## config.mk

```make
export PLATFORM = sky130hd
export DESIGN_NAME = bvh_fifo
export DESIGN_NICKNAME = d
export VERILOG_FILES = /design/src/hw/rtl/bvh_pkg.sv /design/src/hw/rtl/bvh_fifo.sv
export SDC_FILE = /design/constraint.sdc
export NUM_CORES = 1
export LEC_CHECK = 0
export BUFFER_PORTS_ARGS = -buffer_cell sky130_fd_sc_hd__buf_2
export CAP_MARGIN = 20
export CORE_AREA = 4 4 92 94
export CTS_CLUSTER_DIAMETER = 100
export DETAILED_ROUTE_END_ITERATION = 6
export DIE_AREA = 0 0 96 98
export PLACE_DENSITY = 0.66
export SLEW_MARGIN = 20
export SYNTH_ARGS = -nofsm -noshare
export SYNTH_HDL_FRONTEND = slang
export SYNTH_SLANG_ARGS = --single-unit
```

## constraint.sdc

```tcl
create_clock -name clk_i -period 1.7 [get_ports clk_i]
set_input_delay 0.255 -clock clk_i [delete_from_list [all_inputs] [get_ports clk_i]]
set_output_delay 0.255 -clock clk_i [all_outputs]
set_load 0.005 [all_outputs]
```

## src/hw/rtl/bvh_pkg.sv

```systemverilog
// Shared types and constants of the binomial valuation histogram block.
// Depends on nothing; every other file of the block imports it.
`timescale 1ns / 1ps
`default_nettype none

package bvh_pkg;

  localparam int M_W    = 40;
  localparam int BASE_W = 8;
  localparam int VAL_W  = 6;
  localparam int CNT_W  = 41;

  localparam int Q_DEPTH = 4;
  localparam int Q_AW    = 2;

  typedef struct packed {
    logic              last;
    logic              has_digit;
    logic [BASE_W-1:0] digit;
    logic [BASE_W-1:0] base;
  } q_entry_t;

endpackage

`default_nettype wire

```

## src/hw/rtl/bvh_fifo.sv

```systemverilog
// Short queue of digit items between the front end and the histogram back end.
// Depends on bvh_pkg for the item type and the depth.
`timescale 1ns / 1ps
`default_nettype none

module bvh_fifo (
  input  wire                clk_i,
  input  wire                rst_ni,
  input  wire                push_i,
  input  bvh_pkg::q_entry_t  entry_i,
  output logic               full_o,
  input  wire                pop_i,
  output bvh_pkg::q_entry_t  head_o,
  output logic               empty_o
);
  import bvh_pkg::*;

  q_entry_t          mem_q [Q_DEPTH];
  logic [Q_AW-1:0]   wr_q;
  logic [Q_AW-1:0]   rd_q;
  logic [Q_AW:0]     cnt_q;

  assign full_o  = (cnt_q == (Q_AW + 1)'(Q_DEPTH));
  assign empty_o = (cnt_q == '0);
  assign head_o  = mem_q[rd_q];

  always_ff @(posedge clk_i or negedge rst_ni) begin
    if (!rst_ni) begin
      wr_q  <= '0;
      rd_q  <= '0;
      cnt_q <= '0;
    end else begin
      if (push_i) begin
        wr_q <= wr_q + Q_AW'(1);
      end
      if (pop_i) begin
        rd_q <= rd_q + Q_AW'(1);
      end
      if (push_i && !pop_i) begin
        cnt_q <= cnt_q + (Q_AW + 1)'(1);
      end else if (pop_i && !push_i) begin
        cnt_q <= cnt_q - (Q_AW + 1)'(1);
      end
    end
  end

  always_ff @(posedge clk_i) begin
    if (push_i) begin
      mem_q[wr_q] <= entry_i;
    end
  end

  assert property (@(posedge clk_i) disable iff (!rst_ni) push_i |-> !full_o)
    else $error("Item pushed into a full queue.");

  assert property (@(posedge clk_i) disable iff (!rst_ni) pop_i |-> !empty_o)
    else $error("Item popped from an empty queue.");

endmodule

`default_nettype wire

```

---- After elaboration in Yosys (flattened, before gate mapping) ----
Memories as Yosys holds them, arrays and structs flattened.
Cells that the tools add are included.
storage, ports and cells
  output and inout bits ................... 20
  register bits ........................... 7
  logic and storage cells ................. 19
  memories ................................ 1
  bits in writable memories ............... 72
memories
  name   depth  width  rd ports  clocked after Yosys merged registers in  wr ports  RTL line        source
  mem_q  4      18     1         0                                        1         bvh_fifo.sv:18  q_entry_t mem_q [Q_DEPTH];
cells by class
  add/subtract/negate cells ............... 4
  multiplexer cells ....................... 4
  equal/unequal tests ..................... 1
  reductions and logical operators ........ 6
operators with widths
  operator                                                             number
  3-bit 2-to-1 mux                                                     2
  2-bit by 1-bit adder with 2-bit output (second input constant)       2
  3-bit by 1-bit adder with 3-bit output (second input constant)       1
  3-bit == test (second input constant)                                1
  3-bit logical NOT                                                    1
  3-bit by 1-bit subtractor with 3-bit output (second input constant)  1
  1-bit logical AND                                                    2
  1-bit logical NOT                                                    2
  1-bit 2-to-1 mux                                                     2
  2-bit nonzero test                                                   1

---- Longest topological paths before layout ----
  word-level depth ........................ 4
  gate-level depth with buffers ........... 7
  depth with buffers taken out ............ 7

---- Worst setup path after synthesis ----
Ideal clock, no wire load.
  kind .................................... reg-to-reg
  start point ............................. register wr_q[0]
  end point ............................... memory mem_q[0][0] in the netlist's numbering (enable)
  stages on the path, launching flop included .. 4
  path slack .............................. 227 ps
  setup time .............................. 376 ps
  arrival time ............................ 1,097 ps
  cell sequence ........................... dfrtp_1 -> inv_1 -> ha_1 -> and2_1
RTL lines
  item                    RTL line        source
  start, declared         bvh_fifo.sv:19  logic [Q_AW-1:0] wr_q;
  start signal, assigned  bvh_fifo.sv:34  wr_q <= wr_q + Q_AW'(1);
  end, declared           bvh_fifo.sv:18
No word-level cell before the write port.

==> flow_metrics.py <==
metrics = {
    "cts": {
        "ctsHtreeMaxLevel": 3,
        "clkTransAtPathRegs_ps": 70,
        "cts_buffer_depth": 2,
        "clock_sinks": 79,
        "clock_latency_ps": 340,
        "cts_inserted_buffers": 9,
        "cts_tree": "done",
        "clock-root-buffer": "clkbuf_8",
    },
    "setup_path": {
        "endpoint_kind": "primary output",
        "worstSetupPathType": "flop to primary output",
        "reg2reg_from": "cnt_q[0]",
        "cp.required_ps": 1440,
        "cp_slowest_cell": "mux4_2",
        "cp_max_fo": 7,
        "ff2ff_path_depth": 4,
        "slowest_delay_ps": 510,
        "critPathLaunchType": "flop",
        "cp.arrival_ps": 1620,
        "crit_chain": "buf_12 -> mux4_2 -> buf_2",
        "r2r_end": "cnt_q[2]",
        "r2r_slack_ps": 310,
    },
    "floorplan": {
        "row_count": 32,
        "dieArea_sq_um": 9410,
        "core_area_sq_um": 7650,
        "ios": 42,
        "die_w_microns": 96,
        "initial_core_util_pct": 39.1,
        "die_h_microns": 98,
    },
    "timing": {
        "drv_slew": 0,
        "tightest_slew_ps": 268,
        "hold_viol_final": 0,
        "period_minus_slack_ps": 1870,
        "final.setup.worst_slack_ps": -170,
        "maxSlewHeadroom_pct": 82.1,
        "setup_viol": 18,
        "fin_crit_sh_pct": 110,
        "max_clock_freq_mhz": 535,
        "rsz0062_at_grt": "true",
        "tns_ps": -2740,
        "fin_skew_ps": 5.78,
    },
    "placed_design": {
        "pre_cts_ws_ps": 134,
        "hpwl_mm": 3.18,
        "dp_cells": 277,
        "io_buffers": 41,
        "gp_congestion": 0.656,
    },
    "routing": {
        "highest_layer": "met4",
        "wl_mm": 4.82,
        "wl_per_cell_microns": 16.2,
        "vias": 1388,
        "first_iter_violations": 46,
        "wl_met2_mm": 2.33,
        "viasPerCell": 4.67,
        "drt-met1-wl_mm": 2.08,
        "drcViolationCount": 0,
        "antenna_left": 0,
        "firstDrtPassIters": 4,
        "wl_met3_microns": 364,
    },
    "layout": {
        "final_core_util_pct": 48.0,
        "antenna_cells": 0,
        "fin_cells": 297,
        "drive_gt1_share_pct": 45.1,
        "fillerInstances": 611,
        "areaGrowthSynthToFinish_pct": 22.5,
        "layout.nets": 218,
        "layout_common_cells": "edfxtp_1, buf_2, mux4_2, clkbuf_8, buf_4",
        "mostFrequentLayoutCell": "edfxtp_1",
    },
    "worst_hold_path": {
        "hold_path_class": "primary input to flop",
        "hold_depth": 1,
        "min_to": "mem_q[0][16]",
        "hp-start": "entry_i[16]",
    },
    "pwr": {
        "p_per_area_nw_per_um2": 1620,
        "total_power_mw": 5.94,
        "total_leakage_power_nw": 1.32,
        "peakVddDrop_mv": 0.913,
    },
    "flow_run": {
        "cap_violations": 0,
    },
    "yosys": {
        "synthDistinctLibCells": 18,
        "syn_area_sq_um": 2990,
        "avgSynthCellArea_sq_um": 23.4,
        "syn_nets": 156,
        "synth_cells": 128,
        "yosysWarnings": 0,
        "ys_seq_elements": 79,
        "seq_area_frac_synth_pct": 78.1,
    },
    "global_routing": {
        "grt_max_degree": 19,
        "grt_pass1_wl_mm": 7.65,
        "grt_remaining_overflow": 0,
        "grt_use_total_pct": 11.3,
        "antenna_found_initial": 0,
        "grt_pass1_vias": 1460,
    },
    "run_status": {
        "status": "complete, but fails checks",
        "violations": "setup timing",
    },
}
through the flow:
| stage | hold WS [ps] | area [sq um] |
|---|---|---|
| finish | 125 | 3670 |
| global route | 104 | 3670 |
| CTS | 108 | 3620 |
| detailed placement | 104 | 3420 |
| global placement | 101 | 3420 |
| floorplan | -40.6 | 2990 |
cells in the mapped netlist:
cell	n	area, sq um
edfxtp_1	72	2160
mux4_2	18	405
dfrtp_1	7	175
ha_1	5	62.6
and2_1	4	25.0
inv_1	4	15.0
xor2_1	4	35.0
buf_6	2	22.5
nand2_1	2	7.51
xnor2_1	2	17.5
buf_2	1	5.00
buf_4	1	7.51
fa_1	1	20.0
mux2_2	1	11.3
nor2_1	1	3.75
nor3_1	1	5.00
nor3b_1	1	7.51
o21ai_0	1	5.00
worst max-delay path by stage:
stage / startpoint / endpoint / slack, ps
final: rd_q[0] / head_o[17] / -170
after global routing: rd_q[0] / head_o[6] / -240
after CTS: rd_q[0] / head_o[0] / -170
after detailed placement: push_i / cnt_q[2] / 130
after global placement: push_i / cnt_q[2] / 160
after floorplan: wr_q[0] / mem_q[0][0] / 230
state kept, by name, summed over array words and instances, names as in the netlist:
name   flops
rd_q       2
wr_q       2
mem_q     72
cnt_q      3
layer usage:
metal  global-route usage [%]  up-vias
li1                         -      639
met1                     14.4      695
met2                     16.8       49
met3                     5.39        5
met4                     3.94        0
met5                        0        -
report_power, final:
group	switching, mW	internal (mW)
clock network	0.640	0.674
registers	0.189	2.56
logic	0.780	1.09
total	1.61	4.33
layout make-up:
cell class | count | area, sq um | share of cell area, %
clock inverter | 6 | 60.1 | 1.64
tap | 102 | 128 | 3.48
multi-input combinational | 41 | 606 | 16.5
sequential | 79 | 2340 | 63.8
clock buffer | 10 | 128 | 3.48
timing repair buffer | 55 | 393 | 10.7
inverter | 4 | 15.0 | 0.409
logic make-up (layout without fill, tap and decap cells):
kind of cell / after synthesis / after routing / synth area share [%]
adder cells (fa/ha/maj): 6 / 6 / 2.76
multiplexers: 19 / 19 / 13.9
AND/OR/NAND/NOR: 9 / 9 / 1.63
flip-flops: 79 / 79 / 78.1
XOR/XNOR: 6 / 6 / 1.76
AO/OA/AOI/OAI: 1 / 1 / 0.167
buffers and inverters: 8 / 75 / 1.67
worst max-delay path: cells and delay by family (launching register included):
kind	cells	cell delay, ps
mux	1	510
buf+inv	2	300
flops	1	460
timing repair:
action | in CTS | in global routing
gates resized for setup | 1 | 2
endpoints found under the setup margin | 18 | 18
buffers inserted | 1 | 1
hold buffers | 1 | 0
cloned | 0 | 1
endpoints found under the hold margin | 7 | 0
Power figures use the tool's default switching activity.
