**config.mk**
```make
export PLATFORM = sky130hd
export DESIGN_NAME = bvh_front
export DESIGN_NICKNAME = d
export VERILOG_FILES = /design/src/hw/rtl/bvh_pkg.sv /design/src/hw/rtl/bvh_front.sv
export SDC_FILE = /design/constraint.sdc
export NUM_CORES = 1
export LEC_CHECK = 0
export ABC_AREA = 1
export ABC_CLOCK_PERIOD_IN_PS = 20200
export BUFFER_PORTS_ARGS = -buffer_cell sky130_fd_sc_hd__buf_2
export CORE_UTILIZATION = 40
export DETAILED_ROUTE_END_ITERATION = 16
export GPL_TIMING_DRIVEN = 0
export PLACE_DENSITY = 0.6
export SETUP_SLACK_MARGIN = 0.5
export SKIP_CTS_REPAIR_TIMING = 1
export SLEW_MARGIN = 20
export SYNTH_ARGS = -nofsm -noshare
export SYNTH_HDL_FRONTEND = slang
export SYNTH_SLANG_ARGS = --single-unit
```
**constraint.sdc**
```tcl
create_clock -name clk_i -period 20.2 [get_ports clk_i]
set_input_delay 4.04 -clock clk_i [delete_from_list [all_inputs] [get_ports clk_i]]
set_output_delay 4.04 -clock clk_i [all_outputs]
set_load 0.01 [all_outputs]
```
**src/hw/rtl/bvh_pkg.sv**
```systemverilog
// Shared types and constants of the binomial valuation histogram block.
// Depends on nothing; every other file of the block imports it.
`timescale 1ns / 1ps
`default_nettype none

package bvh_pkg;

  localparam int M_W    = 40;
  localparam int BASE_W = 8;
  localparam int VAL_W  = 6;
  localparam int CNT_W  = 41;

  localparam int Q_DEPTH = 4;
  localparam int Q_AW    = 2;

  typedef struct packed {
    logic              last;
    logic              has_digit;
    logic [BASE_W-1:0] digit;
    logic [BASE_W-1:0] base;
  } q_entry_t;

endpackage

`default_nettype wire

```
**src/hw/rtl/bvh_front.sv**
```systemverilog
// Front end: accepts items and splits m into base-p digits, one byte of m per cycle.
// A full bvh_fifo can hold the byte division back. Depends on bvh_pkg; feeds bvh_fifo.
`timescale 1ns / 1ps
`default_nettype none

module bvh_front #(
  parameter int M_BITS = 40
) (
  input  wire                            clk_i,
  input  wire                            rst_ni,
  input  wire                            in_valid_i,
  output logic                           in_stall_o,
  input  wire  [bvh_pkg::M_W-1:0]        m_value_i,
  input  wire  [bvh_pkg::BASE_W-1:0]     base_i,
  output logic                           push_o,
  output bvh_pkg::q_entry_t              entry_o,
  input  wire                            full_i
);
  import bvh_pkg::*;

  localparam int NB  = (M_BITS + 7) / 8;
  localparam int NBW = NB * 8;
  localparam int IW  = (NB > 1) ? $clog2(NB) : 1;

  typedef enum logic [1:0] {
    F_IDLE = 2'b01,
    F_DIV  = 2'b10
  } fstate_e;

  typedef struct packed {
    logic [7:0] q;
    logic [7:0] r;
  } div_t;

  function automatic div_t div_byte(input logic [7:0] r, input logic [7:0] b,
                                    input logic [7:0] p);
    logic [8:0] acc;
    div_t       res;
    acc = {1'b0, r};
    res = '0;
    for (int i = 7; i >= 0; i--) begin
      acc = {acc[7:0], b[i]};
      if (acc >= {1'b0, p}) begin
        acc = acc - {1'b0, p};
        res.q[i] = 1'b1;
      end
    end
    res.r = acc[7:0];
    return res;
  endfunction

  fstate_e              state_q, state_d;
  logic [NB-1:0][7:0]   bytes_q;
  logic [7:0]           base_q;
  logic [7:0]           rem_q;
  logic [IW-1:0]        idx_q;
  logic [IW-1:0]        top_q;
  logic                 qtz_q;

  logic [M_BITS-1:0]    n_load;
  logic [NB-1:0][7:0]   n_bytes;
  logic [IW-1:0]        load_top;
  logic [7:0]           base_fix;
  logic                 in_acc;
  logic                 step;
  div_t                 dv;
  logic                 qz_top;
  logic                 done;
  logic [IW-1:0]        new_top;

  assign n_load   = M_BITS'(m_value_i);
  assign n_bytes  = NBW'(n_load);
  assign base_fix = (base_i < 8'd2) ? 8'd2 : base_i;

  always_comb begin
    load_top = '0;
    for (int i = 0; i < NB; i++) begin
      if (n_bytes[i] != 8'd0) begin
        load_top = IW'(i);
      end
    end
  end

  assign in_stall_o = (state_q != F_IDLE) || full_i;
  assign in_acc     = in_valid_i && !in_stall_o;

  assign dv      = div_byte(rem_q, bytes_q[idx_q], base_q);
  assign qz_top  = (idx_q == top_q) ? (dv.q == 8'd0) : qtz_q;
  assign done    = (top_q == '0) && (dv.q == 8'd0);
  assign new_top = (qz_top && (top_q != '0)) ? top_q - IW'(1) : top_q;
  assign step    = (state_q == F_DIV) && ((idx_q != '0) || !full_i);

  always_comb begin
    push_o  = 1'b0;
    entry_o = '0;
    state_d = state_q;
    unique case (state_q)
      F_IDLE: begin
        if (in_acc) begin
          if (n_bytes == '0) begin
            push_o          = 1'b1;
            entry_o.last    = 1'b1;
            entry_o.base    = base_fix;
          end else begin
            state_d = F_DIV;
          end
        end
      end
      F_DIV: begin
        if (step && (idx_q == '0)) begin
          push_o            = 1'b1;
          entry_o.last      = done;
          entry_o.has_digit = 1'b1;
          entry_o.digit     = dv.r;
          entry_o.base      = base_q;
          if (done) begin
            state_d = F_IDLE;
          end
        end
      end
      default: state_d = F_IDLE;
    endcase
  end

  always_ff @(posedge clk_i or negedge rst_ni) begin
    if (!rst_ni) begin
      state_q <= F_IDLE;
    end else begin
      state_q <= state_d;
    end
  end

  always_ff @(posedge clk_i) begin
    if (in_acc && (state_q == F_IDLE)) begin
      bytes_q <= n_bytes;
      base_q  <= base_fix;
      rem_q   <= 8'd0;
      idx_q   <= load_top;
      top_q   <= load_top;
      qtz_q   <= 1'b0;
    end else if (step) begin
      bytes_q[idx_q] <= dv.q;
      qtz_q          <= qz_top;
      if (idx_q == '0) begin
        rem_q <= 8'd0;
        idx_q <= new_top;
        top_q <= new_top;
      end else begin
        rem_q <= dv.r;
        idx_q <= idx_q - IW'(1);
      end
    end
  end

  assert property (@(posedge clk_i) disable iff (!rst_ni)
    (state_q == F_DIV) |-> (rem_q < base_q) && (base_q >= 8'd2))
    else $error("Partial remainder is not below the base.");

endmodule

`default_nettype wire

```
**After elaboration in Yosys (flattened, before gate mapping)**

Index checks and enable logic that the tools add are counted.

- Register bits: 65
- Output and inout bits: 20

- $add $sub $neg: 10
- $lt $le $gt $ge: 11
- Eq/ne operators: 8
- Mux-type cells: 52
- Reductions and logical operators: 25

Operators by type and width:

| operator | number |
|---|---|
| $mux W8 | 14 |
| $mux W40 | 2 |
| $ge A9 B8 Y1 | 8 |
| $sub A8 B8 Y8 | 8 |
| $bwmux W40 | 1 |
| $logic_not A40 Y1 | 1 |
| $reduce_bool A8 Y1 | 4 |
| $mux W3 | 9 |
| $bmux W8 S3 | 1 |
| $demux W8 S3 | 1 |
| $mux W18 | 1 |
| $pmux W8 S2 | 1 |
| $mux W1 | 13 |
| $mux W2 | 5 |
| $mux W9 | 1 |
| $logic_not A8 Y1 | 1 |
| $lt A8 B2 Y1 const B | 1 |
| $logic_and A1 B1 Y1 | 7 |
| $logic_not A3 Y1 | 2 |
| $ne A2 B2 Y1 const B | 3 |
| $reduce_bool A3 Y1 | 2 |
| $sub A3 B1 Y3 const B | 2 |
| $lt A3 B4 Y1 const B | 1 |
| $ne A2 B1 Y1 const B | 2 |
| 11 further kinds | 15 |

**Logic depth before layout (Yosys ltp)**

- Depth in word-level cells: 25
- Gate-level depth with buffers: 122

**Least setup slack after synthesis**

OpenSTA, ideal clock, no wires.

- Kind: reg2out
- Start: register idx_q[0]
- End: output entry_o[15] (netlist name)
- Data arrival time: 14.537 ns
- Data required time: 16.160 ns
- Slack: 1.623 ns
- Stages on the path, launching flop included: 111
- Buffers on the path: 8
- Cell sequence: edfxtp_1 -> inv_1 -> nor3_2 -> nand2_1 -> nand3_1 -> a221oi_1 -> ha_1 -> nand3_1 -> nor2_2 -> nor2_4 -> nand2_4 -> buf_4 -> inv_1 -> or2_2 -> o21ai_0 -> ha_1 -> nand2_1 -> o21ai_1 -> (+75 left out) -> nand2_1 -> o21ai_1 -> ha_1 -> a21oi_1 -> o21ai_0 -> a21oi_1 -> inv_1 -> a21oi_1 -> nor2_1 -> nor2_1 -> o21bai_1 -> nand2_1 -> nand3_1 -> inv_1 -> nand3_4 -> buf_2 -> a31oi_1 -> nor2_1

RTL lines:

| item | line | source |
|---|---|---|
| start: declaration | bvh_front.sv:56 | `logic [IW-1:0] idx_q;` |
| start signal: assignment | bvh_front.sv:138 | `idx_q <= load_top;` |
| start signal: assignment | bvh_front.sv:146 | `idx_q <= new_top;` |
| start signal: assignment | bvh_front.sv:150 | `idx_q <= idx_q - IW'(1);` |
| end: declaration | bvh_front.sv:16 | `output bvh_pkg::q_entry_t entry_o,` |

==> flow_metrics.py <==
metrics = {
    "logic_synthesis": {
        "synthDistinctLibCells": 52,
        "synth.avg_cell_area_sq_um": 7.25,
        "ys_warn_count": 0,
        "synth_area_sq_um": 7080,
        "synth_cells": 976,
        "ys_seq_area_share_pct": 26.2,
        "syn-num-nets": 1106,
        "synth_seq_cells": 65,
    },
    "routing": {
        "wl_per_cell_um": 16.0,
        "first_pass_iters": 5,
        "via_count": 7120,
        "drcViolationCount": 0,
        "wl_mm": 21.7,
        "antenna_left": 0,
        "viasPerCell": 5.24,
        "dr.first_iter.drc_count": 376,
    },
    "clock_tree": {
        "clk_root_buffer_cell": "clkbuf_16",
        "clockBufferDepth": 2,
        "clkSlewWorstSetupHoldPaths_ns": 0.05,
        "cts.htree.levels": 3,
        "cts_tree": "built",
        "clkLatencyLatePin_ns": 0.33,
        "cts_sinks": 65,
        "cts_made_buffers": 9,
    },
    "grt": {
        "grt_usage_pct": 23.1,
        "grt_pass1_wl_mm": 32.0,
        "grt_max_degree": 18,
        "antenna_found_initial": 0,
        "gr-total-overflow": 0,
        "grt_pass1_vias": 6263,
    },
    "hold_path": {
        "hp-class": "reg2reg",
        "worstHoldPathCells": 2,
    },
    "setup_path": {
        "r2r_cells": 118,
        "critPathKind": "reg2out",
        "crit_required_ns": 16.16,
        "arrival_ns": 15.04,
        "cp_common_cell": "nand2_1",
        "path_max_fanout": 10,
        "slowest_delay_ns": 0.42,
        "cp-start-kind": "flip-flop",
        "critPathSlowestCell": "edfxtp_1",
        "endpoint_kind": "primary output",
    },
    "floorplanning": {
        "die_h_um": 135,
        "start_util_pct": 40.9,
        "die_x_um": 135,
        "die-area_sq_um": 18200,
        "fp.coreArea_sq_um": 17300,
        "row_count": 48,
        "io_pins": 72,
    },
    "layout": {
        "multi_input_area_sq_um": 4970,
        "antenna_cells": 0,
        "regArea_sq_um": 1850,
        "syn2layout_area_growth_pct": 28.2,
        "stdcell_area_sq_um": 9080,
        "drive_above_1_share_pct": 27.4,
        "fillers": 1676,
        "nets": 1259,
    },
    "sta": {
        "final.period_utilization_pct": 94.4,
        "max_freq_mhz": 52.4,
        "fin_crit_ns": 19.08,
        "maxSlewHeadroom_pct": 37.7,
        "skew_ns": 0.0114,
        "hold_viol_final": 0,
        "worst_slew_pin_slew_ns": 0.934,
        "rsz0062_at_grt": "false",
        "drv_slew": 0,
        "setup_viol": 0,
    },
    "run": {
        "max-cap-violations": 0,
    },
    "placement": {
        "port_buffers": 71,
        "gp_congestion": 0.880,
        "dpl.hpwl_mm": 16.3,
        "place_area_sq_um": 7720,
    },
    "status": {
        "status": "complete, no violations",
    },
}
area by class of cell:
type | instances | area share [%]
Inverter | 153 | 6.70
Clock buffer | 13 | 2.76
Multi-Input combinational cell | 735 | 54.7
Sequential cell | 65 | 20.4
Buffer | 24 | 2.00
Timing Repair Buffer | 141 | 10.1
Tap cell | 225 | 3.10
Clock inverter | 3 | 0.220
state kept, by name, summed over array words and instances, names as in the netlist:
register / cells
qtz_q: 1
bytes_q: 40
top_q: 3
rem_q: 8
base_q: 8
state_q: 2
idx_q: 3
path summary, 6_finish.rpt:
kind | start | endpoint | slack, ns
max | idx_q[0] | entry_o[10] | 1.12
min | state_q[0] | state_q[0] | 0.49
max reg2reg | idx_q[0] | idx_q[0] | 5.28
min reg2reg | state_q[0] | state_q[0] | 0.49
max in group asynchronous | rst_ni | state_q[0] | 16.52
min in group asynchronous | rst_ni | state_q[1] | 3.49
stage by stage:
| stage | util [%] | worst slack, ns | cells | TNS (ns) | hold WS, ns |
|---|---|---|---|---|---|
| final | 52.5 | 1.12 | 1359 | 0 | 0.489 |
| after global routing | 52.5 | 0.144 | 1359 | 0 | 0.506 |
| after CTS | 46.2 | -2.17 | 1288 | -18.67 | 0.492 |
| after detailed placement | 44.6 | -1.74 | 1272 | -14.82 | 0.486 |
| after global placement | 44.6 | -1.65 | 1272 | -14.00 | 0.478 |
| after floorplan | - | 1.62 | 976 | 0 | 0.460 |
cell families after synthesis:
family                     Yosys count  share of synthesized area, %
AOI/OAI and AO/OA                  185                          15.0
xor gates and xnor gates            42                          5.20
adders and majority gates           78                          14.6
buffers and inverters              177                          9.86
DFF                                 65                          26.2
muxes                                1                         0.141
and+or+nand+nor                    428                          29.0
Yosys cell counts, drive strengths merged:
| cell | n | area share, % |
|---|---|---|
| nand2 | 256 | 15 |
| inv | 150 | 8.0 |
| o21ai | 75 | 5.4 |
| ha | 70 | 12 |
| nor2 | 58 | 3.6 |
| nand3 | 56 | 5.3 |
| edfxtp | 54 | 23 |
| a21oi | 53 | 3.9 |
| xor2 | 31 | 3.8 |
| o22ai | 26 | 2.3 |
| nand4 | 20 | 1.9 |
| clkbuf | 14 | 0.74 |
| nor3 | 12 | 1.1 |
| xnor2 | 11 | 1.4 |
| buf | 10 | 0.94 |
| dfxtp | 9 | 2.5 |
| nor4 | 9 | 0.80 |
| or2 | 9 | 0.80 |
| a221oi | 8 | 0.99 |
| fa | 8 | 2.3 |
| o21bai | 7 | 0.74 |
| a22oi | 4 | 0.42 |
| clkinv | 3 | 0.16 |
| nand3b | 3 | 0.32 |
| o21a | 3 | 0.32 |
| or4 | 3 | 0.32 |
| a21o | 2 | 0.21 |
| a31oi | 2 | 0.18 |
| and2 | 2 | 0.18 |
| o311ai | 2 | 0.25 |
| a41oi | 1 | 0.12 |
| dfrtp | 1 | 0.35 |
| dfstp | 1 | 0.37 |
| mux2i | 1 | 0.14 |
| o31a | 1 | 0.12 |
| o31ai | 1 | 0.11 |
placed cells by master (no fill, tap or decap), drive strengths merged, types with 2 or more instances in the layout:
cell      count
a221oi        8
fa            8
o21a          3
nand3        57
xnor2        11
xor2         31
edfxtp       54
a21o          2
buf         149
inv         149
o21ai        75
o311ai        2
o21bai        7
clkbuf       29
a21oi        53
nor4          9
o22ai        26
nand2       256
or4           3
nand3b        3
nand4        20
a31oi         2
nor2         58
nor3         12
ha           70
dfxtp         9
and2          2
or2           9
clkinv        2
clkinvlp      5
a22oi         4
per-layer routing:
layer	GRT usage [%]	part of all wire, %
met5	0	0
met4	11.5	4.1
met3	2.40	4.2
met2	40.1	49
met1	28.4	43
worst max-delay path: cells and delay by family, from the launching register on:
kind                       cells  cell delay (ns)
AOI/OAI and AO/OA             32             4.16
buffers and inverters         25             2.76
and+or+nand+nor               51             5.29
DFF                            1             0.42
adders and majority gates      8             2.08
Power is left out: the tool's default activity adds up to more than one toggle a clock period on the data nets, which glitch-free logic cannot reach.
